==> config.mk <==
export PLATFORM = sky130hd
export DESIGN_NAME = scs_ctrl
export DESIGN_NICKNAME = d
export VERILOG_FILES = /design/src/shortest_common_supersequence_assert.svh /design/src/scs_pkg.sv /design/src/scs_ctrl.sv
export SDC_FILE = /design/constraint.sdc
export NUM_CORES = 1
export LEC_CHECK = 0
export BUFFER_PORTS_ARGS = -buffer_cell sky130_fd_sc_hd__buf_2
export CORE_AREA = 2 2 39 41
export CTS_BUF_LIST = sky130_fd_sc_hd__clkbuf_4 sky130_fd_sc_hd__clkbuf_8
export DETAILED_ROUTE_END_ITERATION = 10
export DIE_AREA = 0 0 41 43
export SLEW_MARGIN = 10
export SYNTH_ARGS = -nofsm -noshare
export SYNTH_HDL_FRONTEND = slang
export SYNTH_SLANG_ARGS = --single-unit
export TNS_END_PERCENT = 1
==> constraint.sdc <==
create_clock -name clk -period 1.4 [get_ports clk]
set_input_delay 0.07 -clock clk [delete_from_list [all_inputs] [get_ports clk]]
set_output_delay 0.07 -clock clk [all_outputs]
set_load 0.02 [all_outputs]
==> src/shortest_common_supersequence_assert.svh <==
// assertion macros shared by the supersequence block
`ifndef SHORTEST_COMMON_SUPERSEQUENCE_ASSERT_SVH
`define SHORTEST_COMMON_SUPERSEQUENCE_ASSERT_SVH
`ifndef ASSERT_OFF
`define SCS_ASSERT(lbl, ck, rn, cond) \
  lbl: assert property (@(posedge ck) disable iff (!rn) (cond)) \
    else $error("scs check failed");
`define SCS_ASSERT_IMP(lbl, ck, rn, pre, post) \
  lbl: assert property (@(posedge ck) disable iff (!rn) (pre) |-> (post)) \
    else $error("scs check failed");
`define SCS_ASSERT_NXT(lbl, ck, rn, pre, post) \
  lbl: assert property (@(posedge ck) disable iff (!rn) (pre) |=> (post)) \
    else $error("scs check failed");
`else
`define SCS_ASSERT(lbl, ck, rn, cond)
`define SCS_ASSERT_IMP(lbl, ck, rn, pre, post)
`define SCS_ASSERT_NXT(lbl, ck, rn, pre, post)
`endif
`endif

==> src/scs_pkg.sv <==
// shared types, constants and helpers of the supersequence block
package scs_pkg;

  localparam int MAX_LEN_DEF = 32;
  localparam int CHAR_W      = 8;
  localparam int COST_W      = 7;

  typedef enum logic [3:0] {
    ST_IDLE, ST_START, ST_ROW_RD, ST_ROW_SET, ST_CELL_RD, ST_CELL_WR,
    ST_TB_INIT, ST_TB_CHK, ST_TB_RD2, ST_TB_DEC, ST_TB_TA, ST_TB_TB,
    ST_OUT_INIT, ST_OUT_RD, ST_OUT_LD, ST_OUT_WAIT
  } state_t;

  typedef enum logic [3:0] {
    OP_IDLE, OP_LOAD, OP_START, OP_ROW_SET, OP_CELL_RD, OP_CELL_WR,
    OP_TB_INIT, OP_TB_RD1, OP_TB_RD2, OP_TB_DEC, OP_TB_TA, OP_TB_TB,
    OP_OUT_INIT, OP_OUT_LD, OP_OUT_POP
  } dp_op_t;

  typedef struct packed {
    dp_op_t op;
  } cmd_t;

  typedef struct packed {
    logic empty;
    logic row_last;
    logic tab_last;
    logic i_nz;
    logic j_nz;
    logic rptr_zero;
  } sts_t;

  function automatic int addr_w(input int depth);
    return (depth > 1) ? $clog2(depth) : 1;
  endfunction

endpackage

==> src/scs_ctrl.sv <==
// sequencing state machine of the supersequence block
module scs_ctrl (
  input  logic          clk,
  input  logic          rst_n,
  input  logic          in_valid,
  input  logic          in_end_of_pair,
  output logic          in_stall,
  input  logic          out_stall,
  input  scs_pkg::sts_t sts,
  output scs_pkg::cmd_t cmd
);
  scs_pkg::state_t state_r, state_nxt;

  always_ff @(posedge clk) begin
    if (!rst_n) begin
      state_r <= scs_pkg::ST_IDLE;
    end else begin
      state_r <= state_nxt;
    end
  end

  always_comb begin
    state_nxt = state_r;
    cmd.op    = scs_pkg::OP_IDLE;
    unique case (state_r)
      scs_pkg::ST_IDLE: begin
        if (in_valid) begin
          cmd.op = scs_pkg::OP_LOAD;
          if (in_end_of_pair) state_nxt = scs_pkg::ST_START;
        end
      end
      scs_pkg::ST_START: begin
        cmd.op    = scs_pkg::OP_START;
        state_nxt = sts.empty ? scs_pkg::ST_TB_INIT : scs_pkg::ST_ROW_RD;
      end
      scs_pkg::ST_ROW_RD:  state_nxt = scs_pkg::ST_ROW_SET;
      scs_pkg::ST_ROW_SET: begin
        cmd.op    = scs_pkg::OP_ROW_SET;
        state_nxt = scs_pkg::ST_CELL_RD;
      end
      scs_pkg::ST_CELL_RD: begin
        cmd.op    = scs_pkg::OP_CELL_RD;
        state_nxt = scs_pkg::ST_CELL_WR;
      end
      scs_pkg::ST_CELL_WR: begin
        cmd.op = scs_pkg::OP_CELL_WR;
        if (!sts.row_last)     state_nxt = scs_pkg::ST_CELL_RD;
        else if (sts.tab_last) state_nxt = scs_pkg::ST_TB_INIT;
        else                   state_nxt = scs_pkg::ST_ROW_RD;
      end
      scs_pkg::ST_TB_INIT: begin
        cmd.op    = scs_pkg::OP_TB_INIT;
        state_nxt = scs_pkg::ST_TB_CHK;
      end
      scs_pkg::ST_TB_CHK: begin
        cmd.op = scs_pkg::OP_TB_RD1;
        priority if (sts.i_nz && sts.j_nz) state_nxt = scs_pkg::ST_TB_RD2;
        else if (sts.i_nz)                 state_nxt = scs_pkg::ST_TB_TA;
        else if (sts.j_nz)                 state_nxt = scs_pkg::ST_TB_TB;
        else                               state_nxt = scs_pkg::ST_OUT_INIT;
      end
      scs_pkg::ST_TB_RD2: begin
        cmd.op    = scs_pkg::OP_TB_RD2;
        state_nxt = scs_pkg::ST_TB_DEC;
      end
      scs_pkg::ST_TB_DEC: begin
        cmd.op    = scs_pkg::OP_TB_DEC;
        state_nxt = scs_pkg::ST_TB_CHK;
      end
      scs_pkg::ST_TB_TA: begin
        cmd.op    = scs_pkg::OP_TB_TA;
        state_nxt = scs_pkg::ST_TB_CHK;
      end
      scs_pkg::ST_TB_TB: begin
        cmd.op    = scs_pkg::OP_TB_TB;
        state_nxt = scs_pkg::ST_TB_CHK;
      end
      scs_pkg::ST_OUT_INIT: begin
        cmd.op    = scs_pkg::OP_OUT_INIT;
        state_nxt = scs_pkg::ST_OUT_RD;
      end
      scs_pkg::ST_OUT_RD: state_nxt = scs_pkg::ST_OUT_LD;
      scs_pkg::ST_OUT_LD: begin
        cmd.op    = scs_pkg::OP_OUT_LD;
        state_nxt = scs_pkg::ST_OUT_WAIT;
      end
      scs_pkg::ST_OUT_WAIT: begin
        if (!out_stall) begin
          cmd.op    = scs_pkg::OP_OUT_POP;
          state_nxt = sts.rptr_zero ? scs_pkg::ST_IDLE : scs_pkg::ST_OUT_RD;
        end
      end
      default: state_nxt = scs_pkg::ST_IDLE;
    endcase
  end

  assign in_stall = (state_r != scs_pkg::ST_IDLE);
endmodule

* After elaboration in Yosys (flattened, before gate mapping)
Cells that the tools add are included.
W data, S select, Z words.
** Word-level totals
- Bits in registers :: 4
- Input port bits :: 11
- Output and inout bits :: 5
** Operators by class
- Equal/unequal tests :: 18
- Mux-type cells :: 14
- Reduce and logical (&&, ||, !) cells :: 5
** Operators with widths (number)
- $pmux W4 S14 :: 1
- $pmux W4 S13 :: 1
- $eq A4 B4 Y1 const B :: 8
- $mux W4 :: 5
- $mux W3 :: 6
- $eq A4 B3 Y1 const B :: 4
- $eq A4 B2 Y1 const B :: 2
- $ne A2 B2 Y1 const B :: 3
- $eq A4 B1 Y1 const B :: 1
- $logic_not A4 Y1 :: 1
- $reduce_bool A4 Y1 :: 1
- $reduce_or A4 Y1 :: 1
- $reduce_and A3 Y1 :: 1
- $logic_and A1 B1 Y1 :: 1
- $mux W1 :: 1

* Logic depth before layout (Yosys ltp)
Gate-level depths: netlist of run 1.
- Word-level depth :: 4
- Mapped depth :: 6

* Worst setup path after synthesis of run 1
Ideal clock, no wire load.
- Path kind :: register -> register
- From :: register state_r[1]
- To :: register state_r[2]
- Setup time :: 115 ps
- Data arrival time :: 1217 ps
- Data required time :: 1285 ps
- Setup slack :: 67 ps
- Stages on the path, launching flop included :: 4
- Path buffers :: 1
- Clock period less this slack :: 1333 ps
- Cells stage by stage :: dfxtp_1 -> buf_6 -> or4_4 -> a31o_1
** On the way
- Word-level cells in the longest chain between the ends :: 3
- Elaborated cells on any way between the ends :: 22
** RTL lines
- start: declaration :: RTL line scs_ctrl.sv:12 : scs_pkg::state_t state_r, state_nxt;
- start signal: assignment :: RTL line scs_ctrl.sv:16 : state_r <= scs_pkg::ST_IDLE;
- start signal: assignment :: RTL line scs_ctrl.sv:18 : state_r <= state_nxt;
- $eq A4 B4 Y1, or another cell as far along :: RTL line scs_ctrl.sv:25 : unique case (state_r)
- $reduce_or A4 Y1 (no source line) or $ne A2 B2 Y1 (tied branches)
- $pmux W4 S13 or $reduce_and A3 Y1 (tied branches)
Several ways; a longest one is shown, not always the timed one.
A chain may end at the register's enable or synchronous reset.

==> reports/qor.txt, run 1 <==
CTS max path bufs: 2
Tcrit/Tclk final: 109.2%
mux cell area share after synthesis: 0%
Max Slew Vio Count: 0
Max Fclk: 654.1 MHz
Power Density: 1112 mW/mm2
YS warnings: 0
Fin Setup TNS: -0.2070 ns
mapped cell area: 484.2 um2
Num Clock Sinks: 4
Non-Filler Instances: 108
Die H: 43 um
CP Launch Point: state_r[1]
P_leak: 0.3184 nW
synth cell count leaders: a21oi_1, nand2_1, nor2b_1
DRT Pass-1 Iters: 4
initial DRC count: 10
residual DRC count: 0
CP Data Arrival Time: 1.46 ns
unrepaired setup endpoints after global routing: yes
unique cell type count in the Yosys netlist: 30
GRT Util Overall: 16.85%
nets: 107
xor/xnor share of the synthesized area: 0%
total CTS buffers: 3
PortBufs: 15
worst hold-check path type: input pin to register
CP max FO: 2
vias in the first global route: 497
DPL Wire Length: 955.8 um
slew at the pin closest to its max-slew limit: 0.3512 ns
final hold violations: 0
GRT Residual Overflow: 0
Most used DFF post-synth: dfxtp_1
core area: 0.001384 mm2
Final Power: 0.7554 mW
syn nets: 81
TritonCTS clock tree: yes
Worst Path Required: 1.33 ns
fraction of layout cells with a size suffix above 1: 41.30%
max cap viols: 0
I/O pins: 16
Worst R2R Path Depth: 4
largest register by flop count: state_r
largest family of logic cells by synthesized area: compound AO/OA/AOI/OAI gates
dpl ws: 0.01123 ns
Layout Skew: 0.005654 ns
CTS H-tree lvls: 1
asr flop ratio synth: 0%
WHS: 0.08438 ns
Placer Congestion: 0.8427
Max VDD drop: 0.4624 mV
post-synthesis adder-cell area fraction: 5.168%
Final ANT Viol Nets: 0
compound-gate portion of the synthesized area: 36.69%
routed via count: 600
Setup Viol. Count Final: 2
Hold Path Stages: 2
outcome: complete, but fails checks
worst rel slew slack: 76.53%
Startpoint Class: register
initial core utilization: 34.99%
antenna cell count: 0
crit path time final: 1.529 ns
top cells by area, synth: dfxtp_1, nor2b_1, a21oi_1
later-pin clock latency in the skew report: 0.24 ns
Post-synth EDFFs: 0
die width: 41 um
register area share after synthesis: 16.54%
Regs by FF count: state_r x4
synthesized flop and latch total: 4
first-pass GRT wire length: 2.056 mm
top cell type by total area after synthesis: dfxtp_1
Crit Path Class: register to primary output
failing checks: negative setup slack
CP Capture Type: primary output
via-per-instance ratio: 5.556
final worst slack: -0.1287 ns
Clock Pin Slew Worst Setup and Hold Paths: 0.04 ns
initial antenna violation count: 0
Total Wirelength: 1.307 mm
Mean Syn Cell Area: 7.121 um2
largest net degree at the start of global routing: 10
WL per Instance: 12.10 um
number of core rows: 14
die area: 0.001763 mm2
Area Growth Syn to Fin: 40.31%
Synth Area in Simple Gates: 29.72%
cts hold-fix bufs: 0
worst r2r src: state_r[2]
Fillers: 143
hold wc startpoint: rst_n
clock root cell: clkbuf_4
max reg flops: 4
Synth Instances: 68
placed insts: 101
Yosys top cell area share: 16.54%
## per-stage QoR
step / instance area [um2] / utilization [%]
after floorplan: 484.2 / -
after global placement: 600.6 / 43.40
after detailed placement: 600.6 / 43.40
after CTS: 651.9 / 47.11
after global routing: 679.4 / 49.10
final: 679.4 / 49.10
## power by group
group | leakage, nW | internal, mW | switching, mW
Clock | 0.0138 | 0.0965 | 0.0559
Sequential | 0.0350 | 0.138 | 0.0197
Combinational | 0.270 | 0.220 | 0.225
## routing by layer
| layer | up-vias | part of all wire (%) | track usage (%) |
|---|---|---|---|
| met5 | - | 0 | 0 |
| met4 | 0 | 0.99 | 8.000 |
| met3 | 2 | 3.6 | 3.141 |
| met2 | 14 | 50 | 25.00 |
| met1 | 288 | 45 | 22.44 |
| li1 | 296 | - | - |
## worst max-delay path, stage by stage, from the launching register on
cell     delay, ns
dfxtp_2       0.31
or4b_1        0.51
a21oi_1       0.14
a221o_1       0.14
buf_6         0.12
## logic make-up (layout without fill, tap and decap cells)
group,count (synthesis),in the layout
compound gates,26,26
flops,4,4
fa+ha+maj,2,2
simple gates,25,25
buf+inv,11,35
## final timing paths
| path | endpoint | slack (ns) |
|---|---|---|
| hold / removal | state_r[2] | 0.08 |
| hold reg to reg | state_r[2] | 0.63 |
| setup / recovery | cmd[0] | -0.13 |
| setup reg to reg | state_r[0] | 0.06 |
## layout make-up
cell class	count	area [um2]	area share, %
multi-input cells	53	352.8	51.93
well taps	16	20.02	2.947
flip-flops and latches	4	90.09	13.26
inverters	5	18.77	2.762
repair buffers	27	175.2	25.78
clock buffers	3	22.52	3.315
## placed cells by master, fill, tap and decap left out, drive strengths merged
cell type	instances
nor2b	6
nand3b	1
a32oi	1
o221ai	2
a21boi	2
a221o	1
and2b	1
nand4	2
dfxtp	4
nor3b	1
and3	1
o21a	2
a31o	1
o211ai	1
ha	2
a2111oi	1
o21ai	5
a22oi	1
inv	5
nor2	4
nand2	6
a21o	2
or4b	1
clkbuf	3
buf	27
or4	1
a21oi	6
nand2b	1
a211oi	1
## timing repair
item,CTS,global route
setup endpoints to repair,4,6
gates resized for setup,8,7
buffers inserted,2,2
pin swaps,1,0
(Power assumes the default switching activity.)
==> run 2, diff against run 1 <==
Settings changed: SKIP_CTS_REPAIR_TIMING set to 1.
Clock period 1.4 ns to 1.52 ns, I/O delays scaled along.
==> reports/qor.txt, run 2 (synthesis gave the netlist of run 1 again) <==
R2R setup slack: 0.11 ns (was 0.06 ns)
WP buf/inv: 1 (unchanged)
GRT Util Overall: 15.35% (was 16.85%)
Crit Path Class: register to primary output (unchanged)
largest register by flop count: state_r (unchanged)
vias in the first global route: 441 (was 497)
initial DRC count: 13 (was 10)
Hold Crit Endpoint: state_r[2] (unchanged)
Die H: 43 um (unchanged)
residual DRC count: 0 (unchanged)
initial core utilization: 34.99% (unchanged)
Final Power: 0.6359 mW (was 0.7554 mW)
worst hold-check path type: input pin to register (unchanged)
most frequent cells in the layout: buf_2, nand2_1, a21oi_1, buf_4 (was buf_2, buf_4, nand2_1, a21oi_1, inv_1)
initial antenna violation count: 0 (unchanged)
antenna cell count: 0 (unchanged)
Max VDD drop: 0.3411 mV (was 0.4624 mV)
Total Wirelength: 1.244 mm (was 1.307 mm)
Max Fclk: 649.6 MHz
outcome: complete, but fails checks (unchanged)
Max Slew Vio Count: 0 (unchanged)
Area Growth Syn to Fin: 28.68% (was 40.31%)
P_leak: 0.2838 nW (was 0.3184 nW)
Crit-path slowest cell: or4b_1 (unchanged)
Final ANT Viol Nets: 0 (unchanged)
Worst R2R End: state_r[2] (was state_r[0])
CP Data Arrival Time: 1.46 ns (about the same)
DRT Pass-1 Iters: 6 (was 4)
Hold Path Stages: 2 (unchanged)
CP Capture Type: primary output (unchanged)
largest net degree at the start of global routing: 15 (was 10)
first-pass GRT wire length: 1.897 mm (was 2.056 mm)
hold wc startpoint: rst_n (unchanged)
number of core rows: 14 (unchanged)
max reg flops: 4 (unchanged)
CP max FO: 7 (was 2)
total CTS buffers: 3 (unchanged)
CTS H-tree lvls: 1 (unchanged)
max cap viols: 0 (unchanged)
I/O pins: 16 (unchanged)
worst r2r src: state_r[2] (unchanged)
Worst R2R Path Depth: 5 (was 4)
nets: 101 (was 107)
later-pin clock latency in the skew report: 0.23 ns (was 0.24 ns)
CP top delay family: simple AND/OR/NAND/NOR gates (unchanged)
Layout Skew: 0.006074 ns (was 0.005654 ns)
final worst slack: -0.01947 ns (was -0.1287 ns)
die width: 41 um (unchanged)
commonest non-fill, non-tap cell in the layout: buf_2 (unchanged)
Worst Path Required: 1.44 ns (was 1.33 ns)
Regs by FF count: state_r x4 (unchanged)
Power Density: 1020 mW/mm2 (was 1112 mW/mm2)
fraction of layout cells with a size suffix above 1: 33.72% (was 41.30%)
routed via count: 561 (was 600)
slew at the pin closest to its max-slew limit: 0.2946 ns (was 0.3512 ns)
final hold violations: 0 (unchanged)
Fillers: 141 (was 143)
CP Launch Point: state_r[1] (unchanged)
worst rel slew slack: 80.31% (was 76.53%)
Clock Pin Slew Worst Setup and Hold Paths: 0.04 ns (about the same)
CTS max path bufs: 2 (unchanged)
Fin Setup TNS: -0.01947 ns (was -0.2070 ns)
Cell Chain, Critical Path: or4b_1, a21oi_1, a221o_1, buf_6 (unchanged)
Num Clock Sinks: 4 (unchanged)
clock root cell: clkbuf_4 (unchanged)
failing checks: negative setup slack (unchanged)
PortBufs: 15 (unchanged)
GRT Residual Overflow: 0 (unchanged)
Tcrit/Tclk final: 101.3%
DPL Wire Length: 928.4 um (was 955.8 um)
crit path time final: 1.539 ns
Placer Congestion: 0.8014 (was 0.8427)
unrepaired setup endpoints after global routing: yes (unchanged)
Startpoint Class: register (unchanged)
Max stage delay on crit path: 0.49 ns (was 0.51 ns)
via-per-instance ratio: 5.500 (was 5.556)
core area: 0.001384 mm2 (unchanged)
TritonCTS clock tree: yes (unchanged)
die area: 0.001763 mm2 (unchanged)
WL per Instance: 12.20 um (was 12.10 um)
Setup Viol. Count Final: 1 (was 2)
dpl ws: 0.1294 ns (was 0.01123 ns)
[run 2: per-layer routing]
| metal | routed length (um) | global-route usage, % |
|---|---|---|
| met3 | 56 | 3.141 |
| met5 | 0 | 0 |
| met2 | 627 | 25.94 |
| met4 | 0 | 4.000 |
| met1 | 560 | 18.59 |
[run 2: through the flow]
step | std cells | cell area [um2] | utilization [%] | hold slack, ns
after detailed placement | 99 | 585.6 | 42.31 | 0.3348
after global routing | 102 | 623.1 | 45.03 | 0.1278
after CTS | 102 | 608.1 | 43.94 | 0.1156
after global placement | 99 | 585.6 | 42.31 | 0.3326
final | 102 | 623.1 | 45.03 | 0.1333
after floorplan | 68 | 484.2 | - | 0.2102
[run 2: worst max path at each step]
stage / endpoint / slack, ns / depth (start not counted)
finish: cmd[0] / -0.02 / 4
global route: cmd[0] / -0.06 / 4
CTS: cmd[0] / -0.08 / 4
detailed placement: state_r[2] / 0.13 / 5
global placement: state_r[2] / 0.12 / 5
floorplan: state_r[2] / 0.19 / 3
[run 2: final cells by class]
class / instances / area, um2 / area share [%]
repair buffers: 21 / 126.4 / 20.28
well taps: 16 / 20.02 / 3.213
inverters: 5 / 18.77 / 3.012
flip-flops and latches: 4 / 86.33 / 13.86
multi-input cells: 53 / 349.1 / 56.02
clock buffers: 3 / 22.52 / 3.614
[run 2: power breakdown]
group | total [mW] | internal [mW] | switching [mW]
logic | 0.348 | 0.164 | 0.184
clock network | 0.129 | 0.0882 | 0.0410
registers | 0.159 | 0.128 | 0.0307
total | 0.636 | 0.380 | 0.256
[run 2: worst reg2reg max path, cell delays in order (launching register included)]
cell and delay (ns):
dfxtp_2 0.35, buf_4 0.16, and3_1 0.15, o21ai_0 0.23, o211ai_1 0.15, a31o_1 0.25
